<file path="config.mk">
export PLATFORM = sky130hd
export DESIGN_NAME = signed_decimal_ascii_formatter_top
export DESIGN_NICKNAME = d
export VERILOG_FILES = /design/src/sv/sdaf_pkg.sv /design/src/sv/signed_decimal_ascii_formatter_top.sv
export SDC_FILE = /design/constraint.sdc
export NUM_CORES = 1
export LEC_CHECK = 0
export CAP_MARGIN = 0
export CORE_UTILIZATION = 40
export DETAILED_ROUTE_END_ITERATION = 10
export DONT_BUFFER_PORTS = 1
export GPL_TIMING_DRIVEN = 0
export PLACE_DENSITY = 0.55
export SLEW_MARGIN = 15
export SYNTH_ARGS = -nofsm -noshare
export SYNTH_HDL_FRONTEND = slang
export SYNTH_SLANG_ARGS = --single-unit
</file>
<file path="constraint.sdc">
create_clock -name clk -period 6.4 [get_ports clk]
set_clock_uncertainty 0.15 [all_clocks]
set_input_delay 0.64 -clock clk [delete_from_list [all_inputs] [get_ports clk]]
set_output_delay 0.64 -clock clk [all_outputs]
set_load 0.02 [all_outputs]
</file>
<file path="src/sv/sdaf_pkg.sv">
`default_nettype none
// ----------------------------------------------------------------------------
// sdaf_pkg: shared types and constants of the decimal ASCII formatter
// Character codes, field widths, the controller state type and the
// add-3 correction used by the bit-serial binary to BCD converter.
// ----------------------------------------------------------------------------
package sdaf_pkg;

  localparam int VALUE_W  = 32;
  localparam int CHAR_W   = 8;
  localparam int DIGITS   = 10;
  localparam int BCD_W    = 4 * DIGITS;
  localparam int BITCNT_W = $clog2(VALUE_W);
  localparam int DIGCNT_W = $clog2(DIGITS + 1);

  localparam logic [CHAR_W-1:0] ASCII_MINUS = 8'd45;
  localparam logic [CHAR_W-1:0] ASCII_ZERO  = 8'd48;
  localparam logic [CHAR_W-1:0] ASCII_NINE  = 8'd57;

  typedef enum logic [2:0] {
    ST_IDLE = 3'b001,
    ST_CONV = 3'b010,
    ST_EMIT = 3'b100
  } state_t;

  // Add 3 to every BCD digit of 5 or more, ahead of the next left shift
  function automatic logic [BCD_W-1:0] dabble_adj(input logic [BCD_W-1:0] bcd);
    logic [BCD_W-1:0] res;
    res = bcd;
    for (int i = 0; i < DIGITS; i++) begin
      if (bcd[4*i +: 4] >= 4'd5) begin
        res[4*i +: 4] = bcd[4*i +: 4] + 4'd3;
      end
    end
    return res;
  endfunction

endpackage
`default_nettype wire

</file>
<file path="src/sv/signed_decimal_ascii_formatter_top.sv">
`default_nettype none
// ----------------------------------------------------------------------------
// signed_decimal_ascii_formatter_top: signed 32-bit integer to decimal ASCII
// Converts one two's complement value into its decimal characters, most
// significant digit first, with a leading minus sign for negative values.
// ----------------------------------------------------------------------------
// Usage:
//   Input: drive in_value and raise start; the beat is taken at a rising edge
//   where start is high and busy is low. busy then stays high until the last
//   character has been produced.
//   Output: each character appears on out_char_code for one cycle with
//   out_valid high; out_is_last marks the final character of the number.
//   The receiver cannot stall, so every strobed character must be taken.
// Timing:
//   A negative value shows '-' in the cycle after the input beat. The
//   magnitude then goes through a bit-serial double-dabble converter, one
//   bit per cycle, and the 10 BCD digits are scanned one per cycle, leading
//   zeros dropped without a strobe. busy drops in the cycle where the last
//   character is shown, so a new beat may be taken in that same cycle.
// Reset: rst_n is synchronous, active low; it returns the controller to idle
//   and drops out_valid. There is no other state to clear.
// ----------------------------------------------------------------------------
module signed_decimal_ascii_formatter_top
  import sdaf_pkg::*;
(
  input  wire logic                      clk,
  input  wire logic                      rst_n,
  input  wire logic                      start,
  output logic                           busy,
  input  wire logic signed [VALUE_W-1:0] in_value,
  output logic                           out_valid,
  output logic        [CHAR_W-1:0]       out_char_code,
  output logic                           out_is_last
);

  state_t                state_r,    state_nxt;
  logic [VALUE_W-1:0]    bin_r,      bin_nxt;
  logic [BCD_W-1:0]      bcd_r,      bcd_nxt;
  logic [BITCNT_W-1:0]   bit_cnt_r,  bit_cnt_nxt;
  logic [DIGCNT_W-1:0]   dig_cnt_r,  dig_cnt_nxt;
  logic                  started_r,  started_nxt;
  logic                  valid_r,    valid_nxt;
  logic [CHAR_W-1:0]     char_r,     char_nxt;
  logic                  last_r,     last_nxt;

  logic [VALUE_W-1:0]    raw;
  logic [BCD_W-1:0]      bcd_adj;
  logic [3:0]            top_dig;
  logic                  lead_zero;
  logic                  final_dig;

  assign raw       = VALUE_W'(in_value);
  assign bcd_adj   = dabble_adj(bcd_r);
  assign top_dig   = bcd_r[BCD_W-1 -: 4];
  assign final_dig = (dig_cnt_r == DIGCNT_W'(1));
  assign lead_zero = (top_dig == 4'd0) && !started_r && !final_dig;

  // Next-state and datapath logic
  always_comb begin
    state_nxt   = state_r;
    bin_nxt     = bin_r;
    bcd_nxt     = bcd_r;
    bit_cnt_nxt = bit_cnt_r;
    dig_cnt_nxt = dig_cnt_r;
    started_nxt = started_r;
    valid_nxt   = 1'b0;
    char_nxt    = char_r;
    last_nxt    = last_r;
    case (state_r)
      ST_IDLE: begin
        // take the beat, load the magnitude, emit the sign if needed
        if (start) begin
          bin_nxt     = raw[VALUE_W-1] ? (VALUE_W'(0) - raw) : raw;
          bcd_nxt     = '0;
          bit_cnt_nxt = '0;
          state_nxt   = ST_CONV;
          if (raw[VALUE_W-1]) begin
            valid_nxt = 1'b1;
            char_nxt  = ASCII_MINUS;
            last_nxt  = 1'b0;
          end
        end
      end
      ST_CONV: begin
        // correct digits, then shift one binary bit into the BCD register
        bcd_nxt     = {bcd_adj[BCD_W-2:0], bin_r[VALUE_W-1]};
        bin_nxt     = {bin_r[VALUE_W-2:0], 1'b0};
        bit_cnt_nxt = bit_cnt_r + BITCNT_W'(1);
        if (bit_cnt_r == BITCNT_W'(VALUE_W - 1)) begin
          dig_cnt_nxt = DIGCNT_W'(DIGITS);
          started_nxt = 1'b0;
          state_nxt   = ST_EMIT;
        end
      end
      ST_EMIT: begin
        // drop leading zeros, strobe all other digits
        if (!lead_zero) begin
          valid_nxt   = 1'b1;
          char_nxt    = ASCII_ZERO + {4'd0, top_dig};
          last_nxt    = final_dig;
          started_nxt = 1'b1;
        end
        bcd_nxt     = {bcd_r[BCD_W-5:0], 4'd0};
        dig_cnt_nxt = dig_cnt_r - DIGCNT_W'(1);
        if (final_dig) begin
          state_nxt = ST_IDLE;
        end
      end
      default: begin
        state_nxt = ST_IDLE;
      end
    endcase
  end

  // Control registers
  always_ff @(posedge clk) begin
    if (!rst_n) begin
      state_r <= ST_IDLE;
      valid_r <= 1'b0;
    end else begin
      state_r <= state_nxt;
      valid_r <= valid_nxt;
    end
  end

  // Payload registers
  always_ff @(posedge clk) begin
    bin_r     <= bin_nxt;
    bcd_r     <= bcd_nxt;
    bit_cnt_r <= bit_cnt_nxt;
    dig_cnt_r <= dig_cnt_nxt;
    started_r <= started_nxt;
    char_r    <= char_nxt;
    last_r    <= last_nxt;
  end

  assign busy          = (state_r != ST_IDLE);
  assign out_valid     = valid_r;
  assign out_char_code = char_r;
  assign out_is_last   = last_r;

endmodule
`default_nettype wire

</file>
==> reports/results.txt, run 1 <==
static leakage: 2.06 nW
Final Hold Viols: 0
mux cell area share after synthesis: 0.370%
DR vias: 3931
ys async rst share: 0%
Starting Density: 40.9%
EDFF count, synth: 88
commonest register cell after synthesis: edfxtp_1
Synth area leaders: edfxtp_1, ha_1, o21ai_0
VDD IR-drop max: 127 uV
Buf+Inv Stages, Crit Path: 2
RSZ-0062 raised after global routing: no
number of I/O port buffers: 0
# resized after CTS: 0
ant diodes: 0
Netlist cell types: 46
met2 usage: 30.3%
RD Place Congestion: 0.840
DR DRC count: 0
layout cells sized above 1: 5.86%
Seq cells post-synth: 92
GRT Max-Usage Layer: met2
Comb power frac: 13.6%
internal power: 0.00112 W
clk root buf: clkbuf_16
post-CTS setup buffers: 0
met3 usage: 5.79%
DP Cell Count: 706
kind of critical path: reg2reg
WL final: 12300 um
Worst Path Arrival: 2.86 ns
Layout area overhead: 10.2%
slowest cell on the critical path: or2_2
Achievable Freq: 329 MHz
area leader, netlist: edfxtp_1
slew margin rel.: 34.2%
largest net degree at the start of global routing: 41
final period utilization: 47.5%
Pins Over Slew Limit: 0
critical path depth in cells: 4
post-layout util: 45.0%
Synth Area in XOR/XNOR: 6.96%
family with the most delay on the worst path: simple AND/OR/NAND/NOR gates
Detailed Routing Iterations Pass 1: 7
final net count: 602
initial antenna violation count: 0
clock network latency to the later pin of the worst-skew pair: 0.35 ns
r2r startpoint: state_r[2]
WHS Path Cells: 1
crit-path max cell delay: 0.89 ns
vias in the first global route: 3940
Tmin final: 3.04 ns
total grt overflow: 0
register area share after synthesis: 50.3%
worst-margin pin slew: 0.987 ns
Detailed Place HPWL: 8460 um
core area: 13200 sq um
Synth Warn #: 0
total of max-cap violations: 0
Final TNS setup: 0 ns
Synth Area in Simple Gates: 16.5%
Seq pwr share: 50.8%
CP Cell Sequence: nand2_1, inv_1, clkbuf_1, or2_2
endpoints failing setup: 0
Total GRT Usage: 18.3%
Switch Pwr: 0.000394 W
hold wc startpoint: rst_n
num ports: 46
clock power share: 35.6%
CTS Buffer Depth: 2
Die Span X: 118 um
Synth top area share: 48.8%
drt first-iter violations: 226
CP startpoint kind: flop
r2r endpoint: bcd_r[37]
post-synthesis cell area: 5410 sq um
R2R Setup Slk: 3.36 ns
outcome: completed
Core Rows: 42
Vert. Die Dim: 118 um
required time worst endpoint: 6.22 ns
Antenna Nets Post-Route: 0
global-route wire length before repair: 19800 um
Synth Area in Compound Gates: 16.1%
synth cell count leaders: edfxtp_1, nand2_1, o21ai_0
sw frac: 25.9%
top-count cell post-synth: edfxtp_1
crit-path max FO: 40
Hold WC Path Type: in2reg
Post-Layout Cell Count: 722
CTS Buf Count: 9
Die ar.: 14000 sq um
clock transition at the registers of the reported paths: 0.06 ns
Reg2Reg Depth: 4
cts hold-fix bufs: 0
worst hold endpoint: state_r[0]
clk sinks: 92
synthesized-area fraction occupied by adder cells: 6.01%
Syn Area/Cell: 10.3 sq um
Syn Inst Count: 528
number of H-tree levels: 3
CP Capture Type: flop
combinational family with the most area after synthesis: simple AND/OR/NAND/NOR gates
met1 GRT Util: 23.1%
Avg WL per Cell: 17.0 um
P per Cell Area: 255 nW/um^2
TritonCTS clock tree: done
via density per instance: 5.44
how the worst max path moves through the flow:
stage                 to  slack [ns]       start
6_report       bcd_r[37]        3.36  state_r[2]
5_1_grt        bcd_r[37]        3.13  state_r[2]
4_1_cts        bcd_r[36]        3.29  state_r[2]
3_5_place_dp   bcd_r[36]        3.31  state_r[2]
3_3_place_gp   bcd_r[37]        1.35       start
2_1_floorplan   bcd_r[0]        2.46       start
per-layer routing:
metal	vias to the layer above	wire, um
met5	-	0
met4	0	105
met3	10	787
met2	88	5850
met1	1888	5540
li1	1945	-
area by class of cell:
type / count / area (sq um)
inverter: 26 / 97.6
multi-input combinational: 388 / 2510
timing repair buffer: 1 / 20.0
clock buffer: 11 / 243
sequential: 92 / 2720
tap: 176 / 220
buffer: 23 / 100
fill: 1278 / 7280
clock inverter: 5 / 52.6
cells in the final DEF, fill, tap and decap left out, types with 4 or more instances in the layout:
cell and n:
ha_1 26, nand2b_1 14, clkbuf_16 9, nand2_1 62, xor2_1 29, nor2_1 26
clkbuf_1 14, nor3b_1 20, nor2b_1 7, dfxtp_1 4, a22oi_1 6, o22ai_1 11
edfxtp_1 88, inv_1 26, nand3_1 5, a22o_1 9, o21ai_0 58, o41ai_1 5
and2_1 4, nor3_1 5, a21oi_1 34, xnor2_1 14, buf_1 5, o31ai_1 17
power by group through the flow:
stage	Clock, W	Combinational, W	Sequential [W]
floorplan	0	0.000159	0.000773
global placement	0	0.000194	0.000785
CTS	0.000554	0.000208	0.000772
detailed placement	0	0.000207	0.000784
global route	0.000573	0.000233	0.000779
finish	0.000540	0.000206	0.000772
metrics by stage:
step / total power, W / hold slack (ns) / worst slack (ns) / area (sq um)
final: 0.00152 / 0.238 / 3.36 / 5960
after global routing: 0.00159 / 0.220 / 3.13 / 5960
after CTS: 0.00153 / 0.223 / 3.29 / 5960
after detailed placement: 0.000991 / 0.369 / 3.31 / 5670
after global placement: 0.000979 / 0.354 / 1.35 / 5640
after floorplan: 0.000932 / 0.345 / 2.46 / 5420
flip-flops by register name, summed over array words and instances, names as in the netlist:
name	count
state_r	3
out_char_code	5
out_is_last	1
started_r	1
out_valid	1
bit_cnt_r	5
bcd_r	40
bin_r	32
dig_cnt_r	4
worst register-to-register path: stages (launching register included):
cell      delay [ns]
dfxtp_1         0.43
nand2_1         0.35
inv_1           0.27
clkbuf_1        0.55
or2_2           0.89
cells by family after synthesis:
| group | count (synthesis) |
|---|---|
| AOI/OAI and AO/OA | 147 |
| xor gates and xnor gates | 43 |
| adders and majority gates | 26 |
| buffers and inverters | 49 |
| DFF | 92 |
| muxes | 2 |
| other | 2 |
| and+or+nand+nor | 167 |
Power figures use the tool's default switching activity.
==> run 2: changes to the inputs <==
--- a/config.mk
+++ b/config.mk
@@ -10,7 +10,7 @@
 export DETAILED_ROUTE_END_ITERATION = 10
 export DONT_BUFFER_PORTS = 1
 export GPL_TIMING_DRIVEN = 0
-export PLACE_DENSITY = 0.55
+export PLACE_DENSITY = 0.57
 export SLEW_MARGIN = 15
 export SYNTH_ARGS = -nofsm -noshare
 export SYNTH_HDL_FRONTEND = slang
==> constraint.sdc (replaced) <==
create_clock -name clk -period 2.6 [get_ports clk]
set_clock_uncertainty 0.15 [all_clocks]
set_input_delay 0.26 -clock clk [delete_from_list [all_inputs] [get_ports clk]]
set_output_delay 0.26 -clock clk [all_outputs]
set_load 0.02 [all_outputs]
==> run 2 against run 1 <==
  * Via count stayed put
  * Global-route usage is 0.32 points lower
  * Final cell count is 0.55% higher
  * First-iteration DRC count is 0.88% higher
  * Count of clock-buffer cells in the layout is 3 higher
  * Clock power is 130% higher
  * Maximum frequency is 25% higher
  * Register-to-register slack worse by 3.2 ns
  * Non-clock buffer count is 2 higher
  * Worst hold slack worse by 0.22 ns
  * Critical path type unchanged
  * Highest routed layer unchanged
==> reports/results.txt, run 2 (synthesis results as in run 1) <==
RSZ-0062 raised after global routing: no
crit-path max FO: 20 (-50%)
VDD IR-drop max: 345 uV (+170%)
Final Hold Viols: 0 (unchanged)
Hold WC Path Type: in2reg
number of flip-flops in the largest register: 40 (unchanged)
R2R Setup Slk: 0.17 ns (-3.19 ns)
global-route wire length before repair: 19600 um (-1.1%)
Antenna Nets Post-Route: 0 (unchanged)
core area: 13200 sq um (unchanged)
biggest regs: bcd_r (40), bin_r (32)
clock network latency to the later pin of the worst-skew pair: 0.35 ns (about the same)
Post-Layout Cell Count: 726 (+0.55%)
clock transition at the registers of the reported paths: 0.06 ns (about the same)
Total GRT Usage: 18.0% (-0.32 points)
Setup WS pre-CTS: -0.449 ns (-3.76 ns)
Placed Area: 5650 sq um (-0.35%)
clk sinks: 92 (unchanged)
num ports: 46 (unchanged)
final period utilization: 93.6% (+46 points)
most common cell after layout, fill and taps aside: edfxtp_1
drt first-iter violations: 228 (+0.88%)
total grt overflow: 0 (unchanged)
number of H-tree levels: 3 (unchanged)
TritonCTS clock tree: done
final net count: 606 (+0.66%)
static leakage: 2.08 nW (+0.70%)
CTS Buf Count: 9 (unchanged)
final setup margin: 0.168 ns (-3.19 ns)
WHS Path Cells: 2 (+1)
DR vias: 3931 (unchanged)
endpoints failing setup: 0 (unchanged)
hold wc startpoint: in_value[0]
DR DRC count: 0 (unchanged)
Die ar.: 14000 sq um (unchanged)
Detailed Place HPWL: 8190 um (-3.2%)
number of I/O port buffers: 0 (unchanged)
Worst Path Arrival: 2.30 ns (-0.56 ns)
ant diodes: 0 (unchanged)
total of max-cap violations: 0 (unchanged)
worst-margin pin slew: 0.697 ns (-0.290 ns)
post-layout util: 45.2% (+0.20 points)
Die Span X: 118 um (unchanged)
P per Cell Area: 610 nW/um^2 (+140%)
CP startpoint kind: flop
Pins Over Slew Limit: 0 (unchanged)
Core Rows: 42 (unchanged)
required time worst endpoint: 2.46 ns (-3.76 ns)
Avg WL per Cell: 16.8 um (-1.3%)
clk root buf: clkbuf_16
Achievable Freq: 411 MHz (+25%)
kind of critical path: reg2reg
Layout area overhead: 10.7%
DP Cell Count: 705 (-0.14%)
commonest cells after routing, fill and taps aside: edfxtp_1, nand2_1, o21ai_0
post-CTS setup buffers: 0 (unchanged)
Reg2Reg Depth: 4 (unchanged)
CTS Buffer Depth: 2 (unchanged)
worst hold endpoint: bin_r[0]
via density per instance: 5.41 (-0.55%)
Starting Density: 40.9% (unchanged)
RD Place Congestion: 0.801 (-4.7%)
WL final: 12200 um (-0.80%)
Detailed Routing Iterations Pass 1: 4 (-3)
fillers: 1315 (+2.9%)
Tmin final: 2.43 ns (-0.609 ns)
Biggest register: bcd_r
largest net degree at the start of global routing: 21 (-49%)
CP Capture Type: flop
r2r startpoint: state_r[2]
Vert. Die Dim: 118 um (unchanged)
vias in the first global route: 3885 (-1.4%)
outcome: completed
r2r endpoint: bcd_r[20]
initial antenna violation count: 0 (unchanged)
slew margin rel.: 53.4% (+19 points)
cell area after layout: 5990 sq um (+0.44%)
layout cells sized above 1: 6.55% (+0.68 points)
-- run 2: worst max-delay path, cell delays in order, from the launching register on --
cell and delay, ns:
dfxtp_1 0.51, nand2_1 0.41, inv_1 0.28, clkbuf_2 0.34, or2_4 0.40
-- run 2: report_power, final --
part	total, W	internal [W]	switching [W]
clock network	0.00124	0.000699	0.000544
registers	0.00190	0.00180	0.0000948
logic	0.000516	0.000200	0.000316
-- run 2: repair_timing --
| action | in CTS | in global routing |
|---|---|---|
| setup endpoints to repair | 40 | 15 |
| endpoints found under the hold margin | 5 | 0 |
| pin swaps | 1 | 0 |
| gates cloned | 2 | 0 |
| hold buffers | 3 | 0 |
| resized for setup | 4 | 5 |
-- run 2: worst max-delay path by stage --
stage | endpoint | cells past startpoint | start | slack, ns
detailed placement | bcd_r[11] | 4 | state_r[2] | -0.45
global placement | bcd_r[12] | 4 | state_r[2] | -0.42
floorplan | bcd_r[0] | 3 | state_r[1] | 0.15
finish | bcd_r[20] | 4 | state_r[2] | 0.17
global route | bcd_r[20] | 5 | state_r[2] | 0.03
CTS | out_char_code[1] | 6 | dig_cnt_r[1] | 0.05
-- run 2: final cells by class --
class / count / area, sq um / share of cell area (%)
Timing Repair Buffer: 3 / 30.0 / 0.501
Sequential cell: 92 / 2720 / 45.4
Multi-Input combinational cell: 390 / 2540 / 42.4
Clock buffer: 14 / 264 / 4.41
Inverter: 26 / 97.6 / 1.63
Clock inverter: 2 / 10.0 / 0.167
Tap cell: 176 / 220 / 3.68
Buffer: 23 / 105 / 1.75
-- run 2: metal layers --
metal  GRT usage (%)  wire, um
met5               0         0
met4            3.93       125
met3            4.30       650
met2            29.3      5530
met1            24.2      5880
-- run 2: per-stage QoR --
step                TNS, ns  hold slack [ns]  total power, W
floorplan                 0            0.196         0.00229
global placement     -16.75            0.208         0.00241
detailed placement   -17.91            0.205         0.00242
CTS                       0           0.0103         0.00368
global route              0           0.0343         0.00382
finish                    0           0.0202         0.00366
